===== config.mk =====
export PLATFORM = sky130hd
export DESIGN_NAME = overlay_pixel_compositor
export DESIGN_NICKNAME = d
export VERILOG_FILES = /design/src/rtl/core/opc_pkg.sv /design/src/rtl/core/overlay_pixel_compositor.sv
export SDC_FILE = /design/constraint.sdc
export NUM_CORES = 2
export LEC_CHECK = 0
export ABC_AREA = 1
export BUFFER_PORTS_ARGS = -buffer_cell sky130_fd_sc_hd__buf_2
export CORE_AREA = 3 3 264 266
export CTS_BUF_LIST = sky130_fd_sc_hd__clkbuf_4 sky130_fd_sc_hd__clkbuf_8
export CTS_CLUSTER_SIZE = 14
export DETAILED_ROUTE_END_ITERATION = 7
export DIE_AREA = 0 0 267 269
export PLACE_DENSITY = 0.64
export SLEW_MARGIN = 20
export SYNTH_ARGS = -nofsm -noshare
export SYNTH_HDL_FRONTEND = slang
export SYNTH_SLANG_ARGS = --single-unit

===== constraint.sdc =====
create_clock -name clock -period 9.2 [get_ports clock]
set_input_delay 0.46 -clock clock [delete_from_list [all_inputs] [get_ports clock]]
set_output_delay 0.46 -clock clock [all_outputs]
set_load 0.03 [all_outputs]

===== src/rtl/core/opc_pkg.sv =====
package opc_pkg;

   // Pixel format codes
   localparam logic [3:0] FMT_DIRECT32   = 4'd0;
   localparam logic [3:0] FMT_TRUE24     = 4'd1;
   localparam logic [3:0] FMT_TRUE24_PK  = 4'd2;
   localparam logic [3:0] FMT_ALPHA15    = 4'd3;
   localparam logic [3:0] FMT_HI16       = 4'd4;
   localparam logic [3:0] FMT_HI15       = 4'd5;
   localparam logic [3:0] FMT_HI16_ALT7  = 4'd7;
   localparam logic [3:0] FMT_HI16_ALT10 = 4'd10;
   localparam logic [3:0] FMT_HI16_ALT11 = 4'd11;

   // Alpha modes
   localparam logic [1:0] AMODE_EMBEDDED = 2'd0;
   localparam logic [1:0] AMODE_GLOBAL   = 2'd1;
   localparam logic [1:0] AMODE_MULTIPLY = 2'd2;
   localparam logic [1:0] AMODE_EMB_ALT  = 2'd3;

   // Register indexes
   localparam logic [2:0] REG_OVERLAY_FORMAT = 3'd0;
   localparam logic [2:0] REG_OUTPUT_FORMAT  = 3'd1;
   localparam logic [2:0] REG_ALPHA_MODE     = 3'd2;
   localparam logic [2:0] REG_GLOBAL_ALPHA   = 3'd3;
   localparam logic [2:0] REG_KEY_ENABLE     = 3'd4;
   localparam logic [2:0] REG_KEY_LOW        = 3'd5;
   localparam logic [2:0] REG_KEY_HIGH       = 3'd6;

   localparam logic [31:0] OPAQUE_BLACK = 32'hff00_0000;
   localparam logic [7:0]  ALPHA_MAX    = 8'd255;
   localparam logic [15:0] ROUND_BIAS   = 16'd127;

   typedef logic [7:0] chan_type;

   typedef struct packed {
      chan_type a;
      chan_type r;
      chan_type g;
      chan_type b;
   } argb_type;

   function automatic logic fmt_known(input logic [3:0] f);
      logic k;
      case (f) inside
         [FMT_DIRECT32:FMT_HI15], FMT_HI16_ALT7, FMT_HI16_ALT10, FMT_HI16_ALT11: k = 1'b1;
         default: k = 1'b0;
      endcase
      return k;
   endfunction

   function automatic chan_type widen5(input logic [4:0] v);
      return {v, v[4:2]};
   endfunction

   function automatic chan_type widen6(input logic [5:0] v);
      return {v, v[5:4]};
   endfunction

   // Raw pixel word to ARGB8888; unknown formats read as opaque black
   function automatic argb_type unpack(input logic [3:0] f, input logic [31:0] w);
      argb_type p;
      p = OPAQUE_BLACK;
      case (f) inside
         FMT_DIRECT32: p = w;
         FMT_TRUE24, FMT_TRUE24_PK: p = {8'hff, w[23:0]};
         FMT_ALPHA15, FMT_HI15: begin
            p.a = (f == FMT_ALPHA15 && !w[15]) ? 8'h00 : 8'hff;
            p.r = widen5(w[14:10]);
            p.g = widen5(w[9:5]);
            p.b = widen5(w[4:0]);
         end
         FMT_HI16, FMT_HI16_ALT7, FMT_HI16_ALT10, FMT_HI16_ALT11: begin
            p.a = 8'hff;
            p.r = widen5(w[15:11]);
            p.g = widen6(w[10:5]);
            p.b = widen5(w[4:0]);
         end
         default: p = OPAQUE_BLACK;
      endcase
      return p;
   endfunction

   // ARGB8888 to raw pixel word; anything not listed packs as RGB565
   function automatic logic [31:0] pack(input logic [3:0] f, input argb_type p);
      logic [31:0] w;
      case (f) inside
         FMT_DIRECT32: w = p;
         FMT_TRUE24, FMT_TRUE24_PK: w = {8'h00, p[23:0]};
         FMT_ALPHA15: w = {16'h0000, p.a[7], p.r[7:3], p.g[7:3], p.b[7:3]};
         FMT_HI15:    w = {16'h0000, 1'b0, p.r[7:3], p.g[7:3], p.b[7:3]};
         default:     w = {16'h0000, p.r[7:3], p.g[7:2], p.b[7:3]};
      endcase
      return w;
   endfunction

   // Floor of x / 255, exact for every 16-bit x used here
   function automatic chan_type div255(input logic [15:0] x);
      logic [16:0] t;
      t = {1'b0, x} + {9'd0, x[15:8]} + 17'd1;
      return t[15:8];
   endfunction

endpackage


===== src/rtl/core/overlay_pixel_compositor.sv =====
// Overlay pixel compositor: takes one overlay/destination pixel pair per beat and returns one
// blended pixel per beat. It is a four-stage pipeline (unpack and key test, alpha select,
// channel multiply, divide by 255 and repack), so the throughput is one pixel per clock
// unless a stalled response is held at the output. A stall on the
// response side freezes every stage at once; bubbles are not squeezed out. Configuration
// registers feed the stages directly and may only be written while the pipeline is empty.
// A response with write_enable low (color-keyed or unknown output format) carries a zero word.
module overlay_pixel_compositor (
   input  logic        clock,
   input  logic        reset,
   input  logic        req_valid,
   output logic        req_stall,
   input  logic [31:0] req_overlay_raw,
   input  logic [31:0] req_dest_raw,
   output logic        rsp_valid,
   input  logic        rsp_stall,
   output logic [31:0] rsp_result_raw,
   output logic        rsp_write_enable,
   input  logic        csr_write_enable,
   input  logic [2:0]  csr_index,
   input  logic [23:0] csr_write_data
);
   import opc_pkg::*;

   // Configuration registers
   logic [3:0]  ovl_fmt_ff, out_fmt_ff;
   logic [1:0]  amode_ff;
   logic [7:0]  galpha_ff;
   logic        key_en_ff;
   logic [23:0] key_lo_ff, key_hi_ff;

   always_ff @(posedge clock) begin
      if (reset) begin
         ovl_fmt_ff <= '0;
         out_fmt_ff <= '0;
         amode_ff   <= '0;
         galpha_ff  <= '0;
         key_en_ff  <= 1'b0;
         key_lo_ff  <= '0;
         key_hi_ff  <= '0;
      end else if (csr_write_enable) begin
         case (csr_index)
            REG_OVERLAY_FORMAT: ovl_fmt_ff <= csr_write_data[3:0];
            REG_OUTPUT_FORMAT:  out_fmt_ff <= csr_write_data[3:0];
            REG_ALPHA_MODE:     amode_ff   <= csr_write_data[1:0];
            REG_GLOBAL_ALPHA:   galpha_ff  <= csr_write_data[7:0];
            REG_KEY_ENABLE:     key_en_ff  <= csr_write_data[0];
            REG_KEY_LOW:        key_lo_ff  <= csr_write_data;
            REG_KEY_HIGH:       key_hi_ff  <= csr_write_data;
            default: ;
         endcase
      end
   end

   // Whole pipeline moves unless the output holds a stalled beat
   logic rsp_valid_ff;
   logic advance;
   assign advance   = !(rsp_valid_ff && rsp_stall);
   assign req_stall = !advance;

   // Stage 1: unpack, key test, embedded * global product
   argb_type    s1_src_ff, s1_dst_ff, s1_src_in, s1_dst_in;
   logic        s1_valid_ff, s1_wr_ff, s1_wr_in;
   logic [15:0] s1_prod_ff, s1_prod_in;
   logic        key_hit;

   always_comb begin
      s1_src_in  = unpack(ovl_fmt_ff, req_overlay_raw);
      s1_dst_in  = unpack(out_fmt_ff, req_dest_raw);
      key_hit    = key_en_ff && (key_lo_ff <= key_hi_ff)
                   && (s1_src_in[23:0] >= key_lo_ff) && (s1_src_in[23:0] <= key_hi_ff);
      s1_wr_in   = fmt_known(out_fmt_ff) && !key_hit;
      s1_prod_in = 16'(s1_src_in.a * galpha_ff);
   end

   // Stage 2: alpha select
   argb_type s2_src_ff, s2_dst_ff;
   logic     s2_valid_ff, s2_wr_ff;
   chan_type s2_alpha_ff, s2_alpha_in;

   always_comb begin
      case (amode_ff)
         AMODE_GLOBAL:   s2_alpha_in = galpha_ff;
         AMODE_MULTIPLY: s2_alpha_in = div255(s1_prod_ff);
         default:        s2_alpha_in = s1_src_ff.a;
      endcase
   end

   // Stage 3: per-channel weighted sums with rounding bias
   logic        s3_valid_ff, s3_wr_ff, s3_zero_ff;
   chan_type    s3_dst_a_ff;
   logic [15:0] s3_sum_ff [3];
   logic [15:0] s3_sum_in [3];
   chan_type    inv_alpha;

   always_comb begin
      inv_alpha = ALPHA_MAX - s2_alpha_ff;
      for (int i = 0; i < 3; i++) begin
         s3_sum_in[i] = 16'(s2_src_ff[i*8 +: 8] * s2_alpha_ff
                          + s2_dst_ff[i*8 +: 8] * inv_alpha + ROUND_BIAS);
      end
   end

   // Stage 4: divide by 255, repack, gate with write flag
   logic        rsp_wr_ff;
   logic [31:0] rsp_data_ff, rsp_data_in;
   argb_type    blend;

   always_comb begin
      blend.a = s3_zero_ff ? s3_dst_a_ff : 8'hff;
      blend.r = div255(s3_sum_ff[2]);
      blend.g = div255(s3_sum_ff[1]);
      blend.b = div255(s3_sum_ff[0]);
      rsp_data_in = s3_wr_ff ? pack(out_fmt_ff, blend) : 32'd0;
   end

   // Valid bits
   always_ff @(posedge clock) begin
      if (reset) begin
         s1_valid_ff  <= 1'b0;
         s2_valid_ff  <= 1'b0;
         s3_valid_ff  <= 1'b0;
         rsp_valid_ff <= 1'b0;
      end else if (advance) begin
         s1_valid_ff  <= req_valid;
         s2_valid_ff  <= s1_valid_ff;
         s3_valid_ff  <= s2_valid_ff;
         rsp_valid_ff <= s3_valid_ff;
      end
   end

   // Payload registers
   always_ff @(posedge clock) begin
      if (advance) begin
         s1_src_ff   <= s1_src_in;
         s1_dst_ff   <= s1_dst_in;
         s1_wr_ff    <= s1_wr_in;
         s1_prod_ff  <= s1_prod_in;
         s2_src_ff   <= s1_src_ff;
         s2_dst_ff   <= s1_dst_ff;
         s2_wr_ff    <= s1_wr_ff;
         s2_alpha_ff <= s2_alpha_in;
         s3_wr_ff    <= s2_wr_ff;
         s3_zero_ff  <= (s2_alpha_ff == 8'd0);
         s3_dst_a_ff <= s2_dst_ff.a;
         for (int i = 0; i < 3; i++) begin
            s3_sum_ff[i] <= s3_sum_in[i];
         end
         rsp_wr_ff   <= s3_wr_ff;
         rsp_data_ff <= rsp_data_in;
      end
   end

   assign rsp_valid        = rsp_valid_ff;
   assign rsp_result_raw   = rsp_data_ff;
   assign rsp_write_enable = rsp_wr_ff;

   // A suppressed write always carries a zero word
   assert property (@(posedge clock) disable iff (reset)
      rsp_valid && !rsp_write_enable |-> rsp_result_raw == 32'd0)
      else $error("non-zero word on suppressed write");

   // An accepted request lands in stage 1
   assert property (@(posedge clock) disable iff (reset)
      req_valid && !req_stall |=> s1_valid_ff)
      else $error("accepted beat lost at stage 1");

   // A beat in stage 3 reaches the output whenever the pipeline advances
   assert property (@(posedge clock) disable iff (reset)
      advance && s3_valid_ff |=> rsp_valid)
      else $error("beat lost between stage 3 and output");

   // Frozen pipeline keeps its stage valids
   assert property (@(posedge clock) disable iff (reset)
      !advance |=> $stable(s1_valid_ff) && $stable(s2_valid_ff) && $stable(s3_valid_ff))
      else $error("stage valid changed while stalled");

endmodule


==> results by group <==
Status
  – Status: finished clean

Synthesis
  – Post-Syn Area per Cell: 8.60 µm²
  – Adder-cell area share of the yosys netlist: 35.4%
  – Xor/xnor share of the synthesized area: 1.70%
  – Synthesized area: 30300 µm²
  – Cell with the most instances after synthesis: inv_1
  – Post-synthesis mux area share: 0%
  – Cell variety after synth: 49
  – Compound-Gate Fraction of Synth Area: 6.28%
  – Synthesized instance count: 3526
  – Post-synth EDFFs: 237
  – Main combinational cell family by area after synthesis: adder cells
  – Synth top area share: 23.5%
  – Synthesis-stage register bit count: 308
  – Synth area leader: edfxtp_1
  – Asr flop ratio synth: 0%
  – Top post-synthesis cells by area: edfxtp_1, fa_1, ha_1, inv_1, nand2_1
  – Main synth FF type: edfxtp_1
  – Syn nets: 4273
  – Post-Synth Simple-Gate Area: 17.1%
  – Sequential share of the synthesized area: 28.2%
  – Post-synth top cells: inv_1, nand2_1, nor2_1
  – Synth warn: 0

GRT
  – GR met3 Demand/Resource: 3.31%
  – M1 GR Usage: 29.5%
  – Most used routing layer in global routing: met2
  – M2 GR Usage: 33.2%
  – Vias in the first global route: 22900
  – Largest net degree at the start of global routing: 83
  – GR Overflow Total: 0
  – Initial antenna violation count: 3
  – GRT Resource Usage Total: 20.7%
  – First-pass GRT wire length: 118 mm

Route
  – TritonRoute pass-1 iters: 6
  – DRT iter0 DRCs: 1658
  – ANT nets after route: 0
  – DRC violation count after routing: 0
  – Final wirelength: 71.9 mm
  – Number of vias per cell: 5.02
  – Via count: 22800
  – Wire per inst: 15.8 µm

Placement
  – Post-detail-place hpwl: 57.0 mm
  – Port bufs: 130
  – RePlAce Congestion: 0.894

Setup path
  – CP endpoint kind: flop
  – WP data required: 9.58 ns
  – CP max-delay cell: edfxtp_1
  – Worst Path Arrival: 6.70 ns
  – Crit path launch type: flop
  – CP max stage delay: 1.00 ns
  – Worst Path Class, Setup: flop to flop
  – Cell mode on critical path: fa_1
  – Worst Path Max Fanout: 25
  – Worst path bufs/invs: 4
  – Cell family contributing the most delay on the critical path: adder cells
  – Worst path cell trace: clkinv_1, nand2_1, fa_1, fa_1, inv_1, fa_1, fa_1, fa_1, inv_1, fa_1, inv_1, ha_1, a21oi_1, o21ai_0, a21oi_1, o21ai_0, xor2_1

Clocking
  – Worst-path clk slew: 0.06 ns
  – Post-cts resize count: 0
  – CTS Buffer Depth: 3
  – Cts hold-fix bufs: 0
  – CTS sink count: 308
  – Setup bufs post-CTS: 0
  – CTS tree: yes
  – CTS buffer count: 56
  – Max H-tree Level: 2
  – Root Driver: clkbuf_8
  – Clock latency at the later pin of the worst-skew pair: 0.66 ns

STA
  – Clock Skews: 0.0251 ns
  – Hold Vio Cnt, Final: 0
  – Max-slew violations: 0
  – Slew HR: 24.7%
  – Setup violations, final: 0
  – Minimum clock period: 6.32 ns
  – Slew @ Worst Pin: 1.12 ns
  – Final period utilization: 68.6%
  – Max frequency: 158 MHz
  – RSZ-0062 raised after global routing: false
  – Setup TNS: 0 ns

Cells and area
  – Register area: 8540 µm²
  – Fill cells: 6497
  – Multi-input logic area: 18400 µm²
  – NumNets Final: 4380
  – Share of cells above drive strength 1: 7.72%
  – Synth-to-layout area growth: 8.95%

Die
  – Initial Utilization: 45.1%
  – DIE AREA: 71800 µm²
  – I/O pins: 131
  – Standard-cell rows: 95
  – Die Width: 267 µm
  – Chip Height: 269 µm
  – Core Area: 67300 µm²

Run
  – Max Cap Viol: 0

Worst hold path
  – Hold WC Path Type: primary input to flop
[kinds of logic after synthesis]
logic type / Yosys count
AOI/OAI and AO/OA: 314
xor gates and xnor gates: 59
adders and majority gates: 651
buffers and inverters: 903
DFF: 308
and+or+nand+nor: 1291
[sequential cells by signal (all words and copies together), names as in the netlist, 2 cells and up]
signal,flops
galpha_ff,8
s2_src_ff,24
s2_alpha_ff,8
s1_dst_ff,32
s3_dst_a_ff,8
ovl_fmt_ff,4
amode_ff,2
s2_dst_ff,32
key_lo_ff,24
s1_prod_ff,16
key_hi_ff,24
s1_src_ff,32
s3_sum_ff,48
out_fmt_ff,4
rsp_result_raw,32
[worst min-delay path: stages]
cell and delay (ns):
buf_2 0.09, nand2_1 0.05, a21oi_1 0.05
[cell usage in the layout (no fill, tap or decap), drive strengths merged, types with 2 or more instances in the layout]
cell	instances
a211oi	68
a21o	9
a21oi	127
a22oi	4
a31oi	3
buf	146
bufinv	5
clkbuf	75
clkinv	21
clkinvlp	3
dfxtp	71
edfxtp	237
fa	345
ha	306
inv	806
nand2	732
nand3	112
nand3b	13
nand4	25
nor2	390
nor3	17
o211ai	4
o21a	2
o21ai	76
o21bai	7
o221ai	3
o22ai	7
o31ai	2
xnor2	17
xor2	42
[through the flow]
step	cell area, µm²	setup WS [ns]	cells	utilization [%]	hold WS (ns)
final	33000	2.88	4553	49.1	0.0638
after global routing	33000	2.52	4552	49.1	0.0336
after CTS	33000	2.87	4552	49.1	0.00581
after detailed placement	31800	2.89	4448	47.2	0.405
after global placement	31800	3.03	4448	47.2	0.400
after floorplan	30300	1.60	3526	-	0.400
[worst paths after layout]
path | from | end | slack (ns) | depth (start not counted)
setup / recovery | s2_alpha_ff[6]$_DFFE_PN_ | s3_sum_ff[0][44]$_DFFE_PN_ | 2.88 | 17
hold / removal | req_valid | s1_valid_ff$_SDFFE_PP0N_ | 0.06 | 3
setup reg to reg | s2_alpha_ff[6]$_DFFE_PN_ | s3_sum_ff[0][44]$_DFFE_PN_ | 2.88 | 17
hold reg to reg | s1_dst_ff[6]$_DFFE_PN_ | s2_dst_ff[6]$_DFFE_PN_ | 0.41 | 0
[layout make-up]
class | instances | share of cell area (%)
tap | 873 | 3.31
antenna | 1 | 0.00758
multi-input combinational | 2315 | 55.6
inverter | 806 | 9.17
clock buffer | 75 | 2.84
sequential | 308 | 25.9
clock inverter | 29 | 0.909
timing repair buffer | 146 | 2.33
[layer usage]
layer / wire (µm) / up-vias
li1: - / 11100
met1: 32600 / 10900
met2: 32500 / 689
met3: 5090 / 101
met4: 1630 / 6
met5: 41 / -
Power is left out: the tool's default activity adds up to more than one toggle a clock period on the data nets, which glitch-free logic cannot reach.
